<file path="config.mk">
export PLATFORM = sky130hd
export DESIGN_NAME = delay_based_window_admission
export DESIGN_NICKNAME = d
export VERILOG_FILES = /design/src/rtl/dbwa_pkg.sv /design/src/rtl/dbwa_div.sv /design/src/rtl/dbwa_dp.sv /design/src/rtl/dbwa_ctrl.sv /design/src/rtl/delay_based_window_admission.sv
export SDC_FILE = /design/constraint.sdc
export NUM_CORES = 2
export LEC_CHECK = 0
export BUFFER_PORTS_ARGS = -buffer_cell sky130_fd_sc_hd__buf_2
export CORE_MARGIN = 8
export CORE_UTILIZATION = 51
export DETAILED_ROUTE_END_ITERATION = 10
export GPL_TIMING_DRIVEN = 0
export PLACE_DENSITY = 0.77
export SETUP_SLACK_MARGIN = 0.4
export SLEW_MARGIN = 20
export SYNTH_ARGS = -nofsm -noshare
export SYNTH_HDL_FRONTEND = slang
export SYNTH_HIERARCHICAL = 1
export SYNTH_SLANG_ARGS = --single-unit
</file>
<file path="constraint.sdc">
create_clock -name clock -period 11 [get_ports clock]
set_input_delay 0 -clock clock [delete_from_list [all_inputs] [get_ports clock]]
set_output_delay 0 -clock clock [all_outputs]
set_load 0.02 [all_outputs]
</file>
<file path="src/rtl/dbwa_pkg.sv">
// shared types, constants and codes for the delay based window admission block
// no dependencies; imported by every module of the block but the divider
`default_nettype none

package dbwa_pkg;

   // fixed field widths
   localparam int FIELD_BITS     = 32;
   localparam int WIN_BITS       = 32;
   localparam int FLIGHT_BITS    = 16;
   localparam int CSR_INDEX_BITS = 2;
   localparam int CSR_DATA_BITS  = 20;
   localparam int SLO_BITS       = 20;
   localparam int SLACK_BITS     = 16;
   localparam int FLOOR_BITS     = 16;

   // parameter defaults
   localparam int TIME_BITS_DEF  = 32;
   localparam int COUNT_BITS_DEF = 16;

   // window constants, unsigned q16.16
   localparam logic [WIN_BITS-1:0] Q_ONE     = 32'h0001_0000;
   localparam logic [WIN_BITS-1:0] Q_FIFTH   = 32'd13107;
   localparam logic [WIN_BITS-1:0] WIN_RESET = 32'h0028_0000;
   localparam logic [WIN_BITS-1:0] WIN_MAX   = 32'hFFFF_FFFF;

   // register reset values
   localparam logic [SLO_BITS-1:0]   SLO_RESET   = 20'd1000;
   localparam logic [SLACK_BITS-1:0] SLACK_RESET = 16'd50;
   localparam logic [FLOOR_BITS-1:0] FLOOR_RESET = 16'd25;
   localparam int                    TGT_RESET   = 25;

   // register indexes
   localparam logic [CSR_INDEX_BITS-1:0] CSR_SLO   = 2'd0;
   localparam logic [CSR_INDEX_BITS-1:0] CSR_SLACK = 2'd1;
   localparam logic [CSR_INDEX_BITS-1:0] CSR_FLOOR = 2'd2;

   // item opcodes
   localparam logic OP_DISPATCH = 1'b0;
   localparam logic OP_COMPLETE = 1'b1;

   typedef enum logic [1:0] {
      ST_ADMIT = 2'd0,
      ST_LATE  = 2'd1,
      ST_FULL  = 2'd2,
      ST_DONE  = 2'd3
   } status_type;

   typedef enum logic [1:0] {
      DIV_TGT,
      DIV_EST,
      DIV_WIN
   } div_sel_type;

   typedef enum logic [3:0] {
      S_IDLE,
      S_DISP,
      S_TGT_GO,
      S_TGT_WAIT,
      S_EST_GO,
      S_EST_WAIT,
      S_WIN_GO,
      S_WIN_WAIT,
      S_EMIT
   } state_type;

   // controller to datapath
   typedef struct packed {
      logic        capture;
      logic        dispatch;
      logic        div_start;
      div_sel_type div_sel;
      logic        tgt_take;
      logic        est_take;
      logic        commit;
      logic        emit;
   } cmd_type;

   // datapath to controller
   typedef struct packed {
      logic div_done;
      logic win_div;
      logic out_free;
   } sts_type;

endpackage

`default_nettype wire

</file>
<file path="src/rtl/dbwa_div.sv">
// shared divide unit: restoring serial divider, one quotient bit per cycle,
// and a short shift-add divide by five; depends on nothing but its parameters
`default_nettype none

module dbwa_div #(
   parameter int NUM_BITS = 37,
   parameter int DEN_BITS = 32,
   parameter int SER_BITS = 34
) (
   input  wire logic                clock,
   input  wire logic                reset,
   input  wire logic                start,
   input  wire logic                by5,
   input  wire logic [NUM_BITS-1:0] num,
   input  wire logic [DEN_BITS-1:0] den,
   output logic                     done,
   output logic [NUM_BITS-1:0]      quot
);

   localparam int FIVE_STEPS = 6;
   localparam int MAX_STEPS  = (SER_BITS > FIVE_STEPS) ? SER_BITS : FIVE_STEPS;
   localparam int CNT_BITS   = $clog2(MAX_STEPS + 1);

   logic [NUM_BITS-1:0] num_ff, num_in;
   logic [NUM_BITS-1:0] quot_ff, quot_in;
   logic [DEN_BITS-1:0] den_ff, den_in;
   logic [DEN_BITS-1:0] rem_ff, rem_in;
   logic [CNT_BITS-1:0] cnt_ff, cnt_in;
   logic                busy_ff, busy_in;
   logic                done_ff, done_in;
   logic                mode_ff, mode_in;
   logic [DEN_BITS:0]   shifted;
   logic [DEN_BITS:0]   diff;
   logic                fits;
   logic [7:0]          five_lo;
   logic [7:0]          rem_lo;
   logic [11:0]         fix_prod;

   // serial mode: one trial subtraction per cycle
   // by-five mode: x*3/16 grown by (1+2^-4)(1+2^-8)(1+2^-16)(1+2^-32), which
   // stays a few units low, then a small remainder fixes the last digit
   always_comb begin
      shifted  = {rem_ff, num_ff[NUM_BITS-1]};
      diff     = shifted - {1'b0, den_ff};
      fits     = shifted >= {1'b0, den_ff};
      five_lo  = {quot_ff[5:0], 2'b00} + quot_ff[7:0];
      rem_lo   = num_ff[7:0] - five_lo;
      fix_prod = {4'b0000, rem_lo} * 12'd13;
      num_in   = num_ff;
      quot_in  = quot_ff;
      den_in   = den_ff;
      rem_in   = rem_ff;
      cnt_in   = cnt_ff;
      busy_in  = busy_ff;
      mode_in  = mode_ff;
      done_in  = 1'b0;
      if (start) begin
         mode_in = by5;
         num_in  = by5 ? num : (num << (NUM_BITS - SER_BITS));
         den_in  = den;
         rem_in  = '0;
         quot_in = '0;
         cnt_in  = by5 ? CNT_BITS'(FIVE_STEPS) : CNT_BITS'(SER_BITS);
         busy_in = 1'b1;
      end else if (busy_ff) begin
         cnt_in = cnt_ff - 1'b1;
         if (cnt_ff == CNT_BITS'(1)) begin
            busy_in = 1'b0;
            done_in = 1'b1;
         end
         if (mode_ff) begin
            case (cnt_ff)
               CNT_BITS'(6): quot_in = (num_ff >> 3) + (num_ff >> 4);
               CNT_BITS'(5): quot_in = quot_ff + (quot_ff >> 4);
               CNT_BITS'(4): quot_in = quot_ff + (quot_ff >> 8);
               CNT_BITS'(3): quot_in = quot_ff + (quot_ff >> 16);
               CNT_BITS'(2): quot_in = quot_ff + (quot_ff >> 32);
               // remainder below 64 here, (r*13)>>6 is r/5
               default:      quot_in = quot_ff + NUM_BITS'(fix_prod[11:6]);
            endcase
         end else begin
            num_in  = {num_ff[NUM_BITS-2:0], 1'b0};
            quot_in = {quot_ff[NUM_BITS-2:0], fits};
            rem_in  = fits ? diff[DEN_BITS-1:0] : shifted[DEN_BITS-1:0];
         end
      end
   end

   // control registers
   always_ff @(posedge clock) begin
      if (reset) begin
         busy_ff <= 1'b0;
         done_ff <= 1'b0;
         cnt_ff  <= '0;
      end else begin
         busy_ff <= busy_in;
         done_ff <= done_in;
         cnt_ff  <= cnt_in;
      end
   end

   // operand and result registers
   always_ff @(posedge clock) begin
      num_ff  <= num_in;
      quot_ff <= quot_in;
      den_ff  <= den_in;
      rem_ff  <= rem_in;
      mode_ff <= mode_in;
   end

   assign done = done_ff;
   assign quot = quot_ff;

   a_start_busy: assert property (@(posedge clock) disable iff (reset)
      start |=> busy_ff)
      else $error("divider not busy after start");
   a_done_idle: assert property (@(posedge clock) disable iff (reset)
      done_ff |-> !busy_ff)
      else $error("divider done while busy");
   a_cnt_busy: assert property (@(posedge clock) disable iff (reset)
      busy_ff |-> cnt_ff != '0)
      else $error("divider busy with zero count");

endmodule

`default_nettype wire

</file>
<file path="src/rtl/dbwa_dp.sv">
// datapath: config registers, window state, update arithmetic, result register
// depends on dbwa_pkg and dbwa_div
`default_nettype none

module dbwa_dp #(
   parameter int TIME_BITS  = dbwa_pkg::TIME_BITS_DEF,
   parameter int COUNT_BITS = dbwa_pkg::COUNT_BITS_DEF
) (
   input  wire logic                                  clock,
   input  wire logic                                  reset,
   input  wire dbwa_pkg::cmd_type                     cmd,
   output dbwa_pkg::sts_type                          sts,
   input  wire logic                                  csr_write,
   input  wire logic [dbwa_pkg::CSR_INDEX_BITS-1:0]   csr_index,
   input  wire logic [dbwa_pkg::CSR_DATA_BITS-1:0]    csr_wdata,
   input  wire logic [dbwa_pkg::FIELD_BITS-1:0]       req_request_age_us,
   input  wire logic [dbwa_pkg::FIELD_BITS-1:0]       req_queueing_delay_us,
   input  wire logic [dbwa_pkg::FIELD_BITS-1:0]       req_processing_time_us,
   input  wire logic [dbwa_pkg::FIELD_BITS-1:0]       req_latency_us,
   output logic                                       rsp_valid,
   input  wire logic                                  rsp_stall,
   output logic [1:0]                                 rsp_status,
   output logic [dbwa_pkg::WIN_BITS-1:0]              rsp_window_q16,
   output logic [dbwa_pkg::FIELD_BITS-1:0]            rsp_delay_target_us,
   output logic [dbwa_pkg::FIELD_BITS-1:0]            rsp_exec_estimate_us,
   output logic [dbwa_pkg::FLIGHT_BITS-1:0]           rsp_in_flight
);

   import dbwa_pkg::*;

   localparam int XW  = (TIME_BITS > FIELD_BITS) ? TIME_BITS : FIELD_BITS;
   localparam int NW  = ((TIME_BITS > 33) ? TIME_BITS : 33) + 4;
   localparam int CW  = XW + 2;
   localparam int FW  = (COUNT_BITS + 17 > 33) ? COUNT_BITS + 17 : 33;
   localparam int OW  = (COUNT_BITS > FLIGHT_BITS) ? COUNT_BITS : FLIGHT_BITS;
   localparam int BW  = (TIME_BITS > SLO_BITS) ? TIME_BITS : SLO_BITS;
   localparam int GW  = WIN_BITS + 3;

   // config registers
   logic [SLO_BITS-1:0]   slo_ff;
   logic [SLACK_BITS-1:0] slack_ff;
   logic [FLOOR_BITS-1:0] floor_ff;

   // block state
   logic [WIN_BITS-1:0]   win_ff, win_in;
   logic [COUNT_BITS-1:0] out_ff, out_in;
   logic [TIME_BITS-1:0]  tgt_ff, tgt_in;
   logic [TIME_BITS-1:0]  est_ff, est_in;
   status_type            stat_ff, stat_in;

   // captured item
   logic [FIELD_BITS-1:0] age_ff, qd_ff, pt_ff, lat_ff;

   // result register
   logic                   rv_ff;
   status_type             rs_ff;
   logic [WIN_BITS-1:0]    rw_ff;
   logic [FIELD_BITS-1:0]  rt_ff, re_ff;
   logic [FLIGHT_BITS-1:0] rf_ff;

   // divider hookup
   logic [NW-1:0]       div_num;
   logic [WIN_BITS-1:0] div_den;
   logic                div_by5;
   logic                div_done;
   logic [NW-1:0]       div_quot;

   // window decision
   logic [CW-1:0]  thr;
   logic           act_dec, act_grow;
   logic           out_ok;
   logic [GW-1:0]  grow_sum;
   logic [WIN_BITS-1:0] win_new;

   // dispatch decision
   logic           full;
   logic [BW-1:0]  budget1, budget2;
   logic           late;

   // target and estimate saturation
   logic [TIME_BITS-1:0] q_sat;
   logic [TIME_BITS-1:0] tgt_floor;

   logic [XW-1:0] tgt_x, est_x;
   logic [OW-1:0] out_x;

   dbwa_div #(
      .NUM_BITS (NW),
      .DEN_BITS (WIN_BITS),
      .SER_BITS (WIN_BITS + 2)
   ) u_div (
      .clock (clock),
      .reset (reset),
      .start (cmd.div_start),
      .by5   (div_by5),
      .num   (div_num),
      .den   (div_den),
      .done  (div_done),
      .quot  (div_quot)
   );

   // divider operand select; x/10 is done as (x/2)/5
   always_comb begin
      case (cmd.div_sel)
         DIV_TGT: begin
            div_num = (NW'(tgt_ff) << 2) + (NW'(pt_ff) << 3) + (NW'(pt_ff) << 1);
            div_den = WIN_BITS'(5);
            div_by5 = 1'b1;
         end
         DIV_EST: begin
            div_num = (NW'(est_ff) << 2) + NW'(lat_ff);
            div_den = WIN_BITS'(5);
            div_by5 = 1'b1;
         end
         DIV_WIN: begin
            if (act_dec) begin
               div_num = ((NW'(win_ff) << 3) + NW'(win_ff)) >> 1;
               div_den = WIN_BITS'(5);
               div_by5 = 1'b1;
            end else begin
               div_num = NW'(1) << 33;
               div_den = win_ff;
               div_by5 = 1'b0;
            end
         end
         default: begin
            div_num = '0;
            div_den = WIN_BITS'(5);
            div_by5 = 1'b1;
         end
      endcase
   end

   // saturate the quotient to the state width
   assign q_sat = (div_quot > NW'({TIME_BITS{1'b1}})) ? {TIME_BITS{1'b1}}
                                                       : div_quot[TIME_BITS-1:0];
   assign tgt_floor = (q_sat < TIME_BITS'(floor_ff)) ? TIME_BITS'(floor_ff) : q_sat;

   // window action from the new target
   always_comb begin
      thr      = ((CW'(tgt_ff) << 1) + CW'(tgt_ff)) >> 1;
      act_dec  = CW'(qd_ff) > thr;
      act_grow = !act_dec && (CW'(qd_ff) <= CW'(tgt_ff));
      out_ok   = (FW'(out_ff) << 16) <= FW'(win_ff);
      grow_sum = GW'(win_ff) + ((win_ff == '0) ? GW'(WIN_MAX) : GW'(div_quot[33:0]));
      if (act_dec) begin
         win_new = out_ok ? div_quot[WIN_BITS-1:0] : win_ff;
      end else if (act_grow) begin
         win_new = (grow_sum > GW'(WIN_MAX)) ? WIN_MAX : grow_sum[WIN_BITS-1:0];
      end else begin
         win_new = (win_ff > Q_FIFTH) ? (win_ff - Q_FIFTH) : '0;
      end
      if (win_new < Q_ONE) begin
         win_new = Q_ONE;
      end
   end

   // dispatch checks: window room, then deadline budget
   always_comb begin
      full    = ((FW'(out_ff) + FW'(1)) << 16) > FW'(win_ff);
      budget1 = (BW'(slo_ff) > BW'(est_ff)) ? (BW'(slo_ff) - BW'(est_ff)) : '0;
      budget2 = (budget1 > BW'(slack_ff)) ? (budget1 - BW'(slack_ff)) : '0;
      late    = XW'(age_ff) > XW'(budget2);
   end

   // next state
   always_comb begin
      win_in  = win_ff;
      out_in  = out_ff;
      tgt_in  = tgt_ff;
      est_in  = est_ff;
      stat_in = stat_ff;
      if (cmd.dispatch) begin
         if (full) begin
            stat_in = ST_FULL;
         end else if (late) begin
            stat_in = ST_LATE;
         end else begin
            stat_in = ST_ADMIT;
            if (out_ff != {COUNT_BITS{1'b1}}) begin
               out_in = out_ff + 1'b1;
            end
         end
      end
      if (cmd.tgt_take) begin
         tgt_in = tgt_floor;
      end
      if (cmd.est_take) begin
         est_in = q_sat;
      end
      if (cmd.commit) begin
         win_in  = win_new;
         stat_in = ST_DONE;
         if (out_ff != '0) begin
            out_in = out_ff - 1'b1;
         end
      end
   end

   // state and config registers
   always_ff @(posedge clock) begin
      if (reset) begin
         slo_ff   <= SLO_RESET;
         slack_ff <= SLACK_RESET;
         floor_ff <= FLOOR_RESET;
         win_ff   <= WIN_RESET;
         out_ff   <= '0;
         tgt_ff   <= TIME_BITS'(TGT_RESET);
         est_ff   <= '0;
         stat_ff  <= ST_ADMIT;
      end else begin
         if (csr_write) begin
            case (csr_index)
               CSR_SLO:   slo_ff   <= csr_wdata[SLO_BITS-1:0];
               CSR_SLACK: slack_ff <= csr_wdata[SLACK_BITS-1:0];
               CSR_FLOOR: floor_ff <= csr_wdata[FLOOR_BITS-1:0];
               default: ;
            endcase
         end
         win_ff  <= win_in;
         out_ff  <= out_in;
         tgt_ff  <= tgt_in;
         est_ff  <= est_in;
         stat_ff <= stat_in;
      end
   end

   // item capture
   always_ff @(posedge clock) begin
      if (cmd.capture) begin
         age_ff <= req_request_age_us;
         qd_ff  <= req_queueing_delay_us;
         pt_ff  <= req_processing_time_us;
         lat_ff <= req_latency_us;
      end
   end

   // result register
   assign tgt_x = XW'(tgt_ff);
   assign est_x = XW'(est_ff);
   assign out_x = OW'(out_ff);

   always_ff @(posedge clock) begin
      if (reset) begin
         rv_ff <= 1'b0;
      end else if (cmd.emit) begin
         rv_ff <= 1'b1;
      end else if (!rsp_stall) begin
         rv_ff <= 1'b0;
      end
   end

   always_ff @(posedge clock) begin
      if (cmd.emit) begin
         rs_ff <= stat_ff;
         rw_ff <= win_ff;
         rt_ff <= tgt_x[FIELD_BITS-1:0];
         re_ff <= est_x[FIELD_BITS-1:0];
         rf_ff <= out_x[FLIGHT_BITS-1:0];
      end
   end

   assign rsp_valid            = rv_ff;
   assign rsp_status           = rs_ff;
   assign rsp_window_q16       = rw_ff;
   assign rsp_delay_target_us  = rt_ff;
   assign rsp_exec_estimate_us = re_ff;
   assign rsp_in_flight        = rf_ff;

   assign sts.div_done = div_done;
   assign sts.win_div  = (act_dec && out_ok) || (act_grow && win_ff != '0);
   assign sts.out_free = !rv_ff || !rsp_stall;

   a_win_floor: assert property (@(posedge clock) disable iff (reset)
      win_ff >= Q_ONE)
      else $error("window below one");
   a_tgt_floor: assert property (@(posedge clock) disable iff (reset)
      cmd.tgt_take |=> tgt_ff >= TIME_BITS'(floor_ff))
      else $error("target below floor");
   a_emit_free: assert property (@(posedge clock) disable iff (reset)
      cmd.emit |-> (!rv_ff || !rsp_stall))
      else $error("result overwritten");
   a_admit_room: assert property (@(posedge clock) disable iff (reset)
      (cmd.dispatch && full) |=> $stable(out_ff))
      else $error("count moved on full window");

endmodule

`default_nettype wire

</file>
<file path="src/rtl/dbwa_ctrl.sv">
// controller: sequences dispatch and completion items through the datapath
// depends on dbwa_pkg
`default_nettype none

module dbwa_ctrl (
   input  wire logic              clock,
   input  wire logic              reset,
   input  wire logic              req_valid,
   input  wire logic              req_opcode,
   output logic                   req_stall,
   output dbwa_pkg::cmd_type      cmd,
   input  wire dbwa_pkg::sts_type sts
);

   import dbwa_pkg::*;

   state_type state_ff, state_in;

   // state register
   always_ff @(posedge clock) begin
      if (reset) begin
         state_ff <= S_IDLE;
      end else begin
         state_ff <= state_in;
      end
   end

   // next state and commands
   always_comb begin
      state_in  = state_ff;
      cmd       = '0;
      cmd.div_sel = DIV_TGT;
      req_stall = 1'b1;
      case (state_ff)
         S_IDLE: begin
            req_stall = 1'b0;
            if (req_valid) begin
               cmd.capture = 1'b1;
               state_in    = (req_opcode == OP_COMPLETE) ? S_TGT_GO : S_DISP;
            end
         end
         S_DISP: begin
            cmd.dispatch = 1'b1;
            state_in     = S_EMIT;
         end
         S_TGT_GO: begin
            cmd.div_start = 1'b1;
            cmd.div_sel   = DIV_TGT;
            state_in      = S_TGT_WAIT;
         end
         S_TGT_WAIT: begin
            if (sts.div_done) begin
               cmd.tgt_take = 1'b1;
               state_in     = S_EST_GO;
            end
         end
         S_EST_GO: begin
            cmd.div_start = 1'b1;
            cmd.div_sel   = DIV_EST;
            state_in      = S_EST_WAIT;
         end
         S_EST_WAIT: begin
            if (sts.div_done) begin
               cmd.est_take = 1'b1;
               state_in     = S_WIN_GO;
            end
         end
         S_WIN_GO: begin
            cmd.div_sel = DIV_WIN;
            if (sts.win_div) begin
               cmd.div_start = 1'b1;
               state_in      = S_WIN_WAIT;
            end else begin
               cmd.commit = 1'b1;
               state_in   = S_EMIT;
            end
         end
         S_WIN_WAIT: begin
            cmd.div_sel = DIV_WIN;
            if (sts.div_done) begin
               cmd.commit = 1'b1;
               state_in   = S_EMIT;
            end
         end
         S_EMIT: begin
            if (sts.out_free) begin
               cmd.emit = 1'b1;
               state_in = S_IDLE;
            end
         end
         default: begin
            state_in = S_IDLE;
         end
      endcase
   end

   a_capture_idle: assert property (@(posedge clock) disable iff (reset)
      cmd.capture |-> state_ff == S_IDLE)
      else $error("capture outside idle");
   a_commit_once: assert property (@(posedge clock) disable iff (reset)
      cmd.commit |=> state_ff == S_EMIT)
      else $error("commit not followed by emit");
   a_emit_idle: assert property (@(posedge clock) disable iff (reset)
      cmd.emit |=> !req_stall)
      else $error("not ready after emit");

endmodule

`default_nettype wire

</file>
<file path="src/rtl/delay_based_window_admission.sv">
// Delay based congestion window with deadline admission. One item at a time:
// a dispatch result goes through the dispatch and emit states to rsp_valid. A
// completion runs the target, estimate and window updates through one shared
// divide unit: a 6-step shift-add divide by five for the constant ratios and
// a 34-step restoring divide for the 2^33/window growth term. A completion
// skips the window division when the window needs none. The input opens in
// the cycle after each result is handed off. A finished result sits in an
// output register, and the next item is taken while it waits. Config writes
// are accepted in any cycle but belong to idle periods.
// depends on dbwa_pkg, dbwa_ctrl, dbwa_dp
`default_nettype none

module delay_based_window_admission #(
   parameter int TIME_BITS  = dbwa_pkg::TIME_BITS_DEF,
   parameter int COUNT_BITS = dbwa_pkg::COUNT_BITS_DEF
) (
   input  wire logic                                clock,
   input  wire logic                                reset,
   input  wire logic                                csr_write,
   input  wire logic [dbwa_pkg::CSR_INDEX_BITS-1:0] csr_index,
   input  wire logic [dbwa_pkg::CSR_DATA_BITS-1:0]  csr_wdata,
   input  wire logic                                req_valid,
   output logic                                     req_stall,
   input  wire logic                                req_opcode,
   input  wire logic [dbwa_pkg::FIELD_BITS-1:0]     req_request_age_us,
   input  wire logic [dbwa_pkg::FIELD_BITS-1:0]     req_queueing_delay_us,
   input  wire logic [dbwa_pkg::FIELD_BITS-1:0]     req_processing_time_us,
   input  wire logic [dbwa_pkg::FIELD_BITS-1:0]     req_latency_us,
   output logic                                     rsp_valid,
   input  wire logic                                rsp_stall,
   output logic [1:0]                               rsp_status,
   output logic [dbwa_pkg::WIN_BITS-1:0]            rsp_window_q16,
   output logic [dbwa_pkg::FIELD_BITS-1:0]          rsp_delay_target_us,
   output logic [dbwa_pkg::FIELD_BITS-1:0]          rsp_exec_estimate_us,
   output logic [dbwa_pkg::FLIGHT_BITS-1:0]         rsp_in_flight
);

   import dbwa_pkg::*;

   cmd_type cmd;
   sts_type sts;

   // sequencer
   dbwa_ctrl u_ctrl (
      .clock      (clock),
      .reset      (reset),
      .req_valid  (req_valid),
      .req_opcode (req_opcode),
      .req_stall  (req_stall),
      .cmd        (cmd),
      .sts        (sts)
   );

   // state and arithmetic
   dbwa_dp #(
      .TIME_BITS  (TIME_BITS),
      .COUNT_BITS (COUNT_BITS)
   ) u_dp (
      .clock                  (clock),
      .reset                  (reset),
      .cmd                    (cmd),
      .sts                    (sts),
      .csr_write              (csr_write),
      .csr_index              (csr_index),
      .csr_wdata              (csr_wdata),
      .req_request_age_us     (req_request_age_us),
      .req_queueing_delay_us  (req_queueing_delay_us),
      .req_processing_time_us (req_processing_time_us),
      .req_latency_us         (req_latency_us),
      .rsp_valid              (rsp_valid),
      .rsp_stall              (rsp_stall),
      .rsp_status             (rsp_status),
      .rsp_window_q16         (rsp_window_q16),
      .rsp_delay_target_us    (rsp_delay_target_us),
      .rsp_exec_estimate_us   (rsp_exec_estimate_us),
      .rsp_in_flight          (rsp_in_flight)
   );

endmodule

`default_nettype wire

</file>
# After elaboration in Yosys (flattened, before gate mapping)
# Cells that the tools add are included.
[totals]
mem_count = 0
in_bits = 156
reg_bits = 560
latch_bits = 0
elab_cells = 181
rom_bits = 0
output_inout_bits = 116
mem_bits_rw = 0
[classes]
eq_ne = 26
addsub = 22
order_cmp = 13
n_mux = 63
bitwise = 3
n_reduce_logical = 26
div_mod_pow = 0
mul = 1
n_shift = 0
[ops]
columns = ["cell", "n"]
rows = [
  ["$mux W32", 11],
  ["$mux W37", 5],
  ["$pmux W37 S5", 1],
  ["$pmux W37 S3", 1],
  ["$mux W16", 6],
  ["$add A37 B33 Y37", 2],
  ["$le A32 B32 Y1", 2],
  ["$add A37 B21 Y37", 1],
  ["$add A37 B29 Y37", 1],
  ["$add A37 B5 Y37", 1],
  ["$add A37 B6 Y37", 1],
  ["$gt A37 B32 Y1 const B", 1],
  ["$add A34 B35 Y36", 1],
  ["$add A35 B32 Y36", 1],
  ["$mux W36", 1],
  ["$pmux W4 S9", 1],
  ["$add A32 B35 Y35", 1],
  ["$add A34 B32 Y35", 1],
  ["$add A34 B33 Y35", 1],
  ["$gt A35 B32 Y1 const B", 1],
  ["$add A33 B32 Y34", 1],
  ["$mux W34", 1],
  ["$ge A33 B32 Y1", 1],
  ["$gt A32 B33 Y1", 1],
  ["other kinds (50)", 109],
]

# Longest topological paths before layout
[logic_depth]
word_depth = 10
depth_mapped = 46
mapped_depth_nobuf = 43

# Cells and area by module
# The synthesis kept the hierarchy.
[by_module_without_submodules]
columns = ["mod", "cells_per_inst", "area_per_inst_um2", "instances"]
rows = [
  ["dbwa_dp", 3283, 29753.5, 1],
  ["dbwa_div", 1560, 12923.6, 1],
  ["dbwa_ctrl", 52, 396.6, 1],
]

# Worst setup path after synthesis
# OpenSTA, ideal clock, no wires.
[synth_timing]
path_kind = "register to register"
start = "register u_dp.tgt_ff[1]"
end = "register u_dp.u_div.rem_ff[23]"
stages_incl_launch_ff = 38
required_time_ns = 10.881
slack_ns = -0.327
period_less_slack_ns = 11.327
arrival_ns = 11.208
cell_sequence = "dfxtp_1 > ha_1 > fa_1 > a21oi_1 > nor2_1 > or3_1 > o311ai_1 > a21oi_1 > o31ai_1 > o21ai_0 > a21o_1 > a21o_1 > a311o_1 > a21o_1 > a21oi_1 > xnor2_1 > ha_1 > o21ai_0 > [... 2 more ...] > a211oi_1 > o2111ai_1 > a31oi_1 > o31a_1 > buf_2 > buf_2 > and2_1 > buf_2 > buf_1 > inv_1 > o21ai_0 > and3b_2 > nor4_1 > clkbuf_1 > a21oi_1 > inv_1 > o22a_1 > o21ai_1"
[synth_lines]
columns = ["item", "line_no", "source"]
rows = [
  ["from (decl)", "dbwa_dp.sv:47", "logic [TIME_BITS-1:0] tgt_ff, tgt_in;"],
  ["from (signal assigned)", "dbwa_dp.sv:208", "tgt_ff <= TIME_BITS'(TGT_RESET);"],
  ["from (signal assigned)", "dbwa_dp.sv:222", "tgt_ff <= tgt_in;"],
  ["to (signal assigned)", "dbwa_div.sv:107", "rem_ff <= rem_in;"],
  ["to (decl)", "dbwa_div.sv:27", "logic [DEN_BITS-1:0] rem_ff, rem_in;"],
]

==> reports/summary.txt <==
=====================================================================================================
Fraction of synthesized area in multiplexers ...........................................        2.10%
Status ................................................................................. finished clean
Length of the first detailed-routing pass in iterations ................................            7
Clk pin slew, worst setup/hold paths ...................................................      0.06 ns
Share of layout cells above drive strength 1 ...........................................        9.84%
Worst Reg2Reg Path Length in Cells .....................................................           39
Final standard cell count with taps included and fillers excluded ......................         6621
Post-synth EDFFs .......................................................................          312
Core occupancy in the finished layout ..................................................        59.9%
Number of endpoints failing setup at the final stage ...................................            0
Width of the die .......................................................................       307 um
Required time reported for the critical path endpoint ..................................     11.38 ns
Setup repair after global routing missed its margin ....................................        false
Crit path arrival time .................................................................     10.65 ns
Fill cell count ........................................................................         7145
Final WL ...............................................................................    151000 um
Critical path capture point type .......................................................         flop
Cell Area, Synth .......................................................................    43100 um2
Yosys warning count ....................................................................            6
Worst setup path class ................................................................. flop to flop
Largest family of logic cells by synthesized area ...................................... compound AO/OA/AOI/OAI gates
Antenna violations before repair .......................................................            4
Final setup margin .....................................................................     0.730 ns
Setup slack, reg-to-reg ................................................................      0.73 ns
Number of core rows ....................................................................          106
First-pass GRT wire length .............................................................    226000 um
Final-stage net count ..................................................................         6098
Slowest stage cell, crit path .......................................................... sky130_fd_sc_hd__clkbuf_1
CTS tree ...............................................................................        built
Power share of the clock group .........................................................        18.7%
Part of the total power dissipated in sequential elements ..............................        24.4%
Source-to-sink clock delay at the later pin of the worst-skew pair .....................      0.65 ns
Startpoint types .......................................................................         flop
Hold Crit Start ........................................................................ req_request_age_us[29]
Vias in the first global route .........................................................        39200
Leakage power of the design ............................................................      21.2 nW
Commonest cells after routing, fill and taps aside ..................................... sky130_fd_sc_hd__nand2_1 (474), sky130_fd_sc_hd__ha_1 (468), sky130_fd_sc_hd__a21oi_1 (434)
Combinational cell fraction of total power .............................................        56.9%
Switching Power ........................................................................      5.51 mW
Die area ...............................................................................    94000 um2
Internal power component ...............................................................      6.66 mW
Final clock period utilization by the worst path .......................................        93.4%
Syn Inst Count .........................................................................         4895
Most common cell after layout, fill and taps aside ..................................... sky130_fd_sc_hd__nand2_1
Post-Place Worst Slack .................................................................    -0.559 ns
Residual DRC count .....................................................................            0
Hold Crit Class ........................................................................ input pin to flop
Time the final worst path needs with I/O delays and setup ..............................     10.27 ns
Fraction of registers with async set/reset .............................................           0%
Register bit count reported by yosys ...................................................          560
Post-synthesis compound-gate area fraction .............................................        21.8%
Post-synthesis share of cell area spent on full adders, half adders and majority gates .        15.9%
Worst setup path startpoint ............................................................ u_dp/tgt_ff[0]
Root buf cell .......................................................................... sky130_fd_sc_hd__clkbuf_16
Maximum number of pins on one net before global-route repair ...........................           57
Most used flip-flop cell after synthesis ............................................... sky130_fd_sc_hd__edfxtp_1
Vias after detailed routing ............................................................        41000
Ports placed on the boundary ...........................................................          272
Estimated wirelength of the detail-placed design .......................................    114000 um
Depth of the CTS H-tree ................................................................            3
Worst min-delay path endpoint .......................................................... u_dp/age_ff[29]
Share of the synthesized netlist area taken by xor and xnor gates ......................        6.08%
Switching power as a share of total power ..............................................        45.3%
Total instance count after detailed placement ..........................................         6327
Aggregate negative setup slack .........................................................         0 ns
Maximum fanout count along the critical path ...........................................           11
Number of library cell types mapped by synthesis .......................................          106
Total congestion overflow after global routing .........................................            0
Final Slew Violations ..................................................................            0
Max Buffers Root-to-Sink ...............................................................            3
Reg2reg start .......................................................................... u_dp/tgt_ff[0]
Sinks on Clock Net .....................................................................          560
Max-slew headroom at the worst pin .....................................................        16.5%
Synthesized-area fraction occupied by and/or/nand/nor cells ............................        16.7%
Power per Cell Area ....................................................................   243 nW/um2
Area delta synth->final ................................................................        16.3%
Worst flop-to-flop path endpoint ....................................................... u_dp/u_div/num_ff[21]
Number of cells on the worst hold path .................................................            2
Global routing usage summed across all routing layers ..................................        30.5%
Global placer's final weighted congestion ..............................................         1.10
Post-detailed-route wirelength per cell ................................................      22.8 um
Average cell area after synthesis ......................................................     8.80 um2
Number of hold violations in the final report ..........................................            0
Vias/cell ..............................................................................         6.19
Die height .............................................................................       307 um
Maximum Capacitance Violations .........................................................            0
Worst Tran Pin Value ...................................................................      1.25 ns
Sequential area share after synthesis ..................................................        33.3%
Port Buffer Count ......................................................................          271
Initial core utilization ...............................................................        51.5%
Number of buffers created by CTS .......................................................           66
Clk_skew ...............................................................................    0.0414 ns
Final antenna-violating net count ......................................................            0
Max VDD drop ...........................................................................     0.483 mV
Highest achievable clock rate ..........................................................   0.0974 GHz
Iter 0 DRT Violations ..................................................................         4858
CP most frequent cell .................................................................. sky130_fd_sc_hd__buf_2
Delay of the slowest critical-path stage ...............................................      0.42 ns
Area inside the core boundary ..........................................................    83700 um2
=====================================================================================================
## critical path, delay by kind of cell (launching register included)
family,cells,cell delay (ns)
fa+ha+maj,3,0.97
xor+xnor,1,0.16
buf+inv,11,2.99
compound gates,15,3.54
flops,1,0.41
simple gates,8,1.71
mux,1,0.19
## power groups by stage
stage          combinational, mW  clock (mW)  sequential [mW]
6_report                    6.93        2.27             2.97
5_1_grt                     7.60        2.37             2.96
4_1_cts                     6.73        2.29             2.94
3_5_place_dp                6.61           0             2.98
3_3_place_gp                6.42           0             3.02
2_1_floorplan               4.99           0             2.79
## state kept, by name, indices dropped and copies added (netlist names), 20 cells and up
signal and count:
u_dp/u_div/num_ff 37, u_dp/u_div/quot 37, u_dp/age_ff 32, u_dp/est_ff 32, u_dp/lat_ff 32, u_dp/pt_ff 32, u_dp/qd_ff 32, u_dp/rsp_delay_target_us 32
u_dp/rsp_exec_estimate_us 32, u_dp/rsp_window_q16 32, u_dp/tgt_ff 32, u_dp/u_div/den_ff 32, u_dp/u_div/rem_ff 32, u_dp/win_ff 32, u_dp/slo_ff 20
## worst max path at each step
| stage | endpoint | depth (start not counted) |
|---|---|---|
| 2_1_floorplan | u_dp/u_div/rem_ff[23] | 37 |
| 4_1_cts | u_dp/u_div/rem_ff[7] | 41 |
| 3_5_place_dp | u_dp/u_div/num_ff[2] | 38 |
| 6_report | u_dp/u_div/num_ff[21] | 39 |
| 3_3_place_gp | u_dp/u_div/num_ff[2] | 35 |
| 5_1_grt | u_dp/out_ff[4] | 44 |
## repair_timing
action                                 4_1_cts  5_1_grt
pin swaps                                    1        0
setup endpoints to repair                  150      162
setup buffers                                2        0
hold buffers                               162        0
endpoints found under the hold margin      210        0
cloned                                       0        0
resized for setup                            6       27
## through the flow
stage	instance area, um2	hold slack [ns]	total power, mW
finish	50100	0.0508	12.2
global route	50100	0.0492	12.9
CTS	50000	0.0178	12.0
detailed placement	46100	0.178	9.59
global placement	45900	0.177	9.44
floorplan	43100	0.0691	7.78
## synth_stat cells (all sizes together), types with 34 or more instances
cell type | count | area [um2]
a211oi | 84 | 636
a21o | 151 | 1130
a21oi | 436 | 2190
a22oi | 42 | 315
a31oi | 50 | 313
and2 | 41 | 259
and3 | 41 | 258
clkbuf | 166 | 627
dfxtp | 248 | 4960
edfxtp | 312 | 9370
fa | 49 | 981
ha | 468 | 5860
inv | 256 | 961
mux2i | 87 | 871
nand2 | 476 | 1800
nand2b | 61 | 382
nand3 | 92 | 460
nand4 | 66 | 413
nor2 | 421 | 1590
nor2b | 38 | 238
nor3 | 105 | 586
o211ai | 52 | 390
o21a | 66 | 497
o21ai | 286 | 1430
o21bai | 34 | 255
or2 | 54 | 340
xnor2 | 166 | 1450
xor2 | 133 | 1160
## layout make-up
type	count	area [um2]	share of cell area [%]
Sequential cell	560	14300	28.6
Tap cell	1134	1420	2.83
Inverter	259	972	1.94
Clock inverter	30	389	0.777
Clock buffer	90	1850	3.69
Multi-Input combinational cell	3883	27100	54.0
Antenna cell	10	25.0	0.0499
Timing Repair Buffer	457	3220	6.43
Buffer	198	821	1.64
## layer usage
layer	global-route usage [%]	share of wire (%)	vias up	wire, um
met5	0	0	-	0
met2	48.9	45	2262	67400
met1	38.4	39	19200	58900
met3	5.95	10	468	15000
met4	17.3	6.3	0	9520
li1	-	-	19100	-
## logic make-up after synthesis
| family | after synthesis |
|---|---|
| AOI/OAI and AO/OA | 1457 |
| other | 2 |
| adders and majority gates | 517 |
| xor gates and xnor gates | 299 |
| DFF | 560 |
| buffers and inverters | 457 |
| muxes | 90 |
| and+or+nand+nor | 1513 |
No activity file was read; power rests on OpenSTA's default activity.
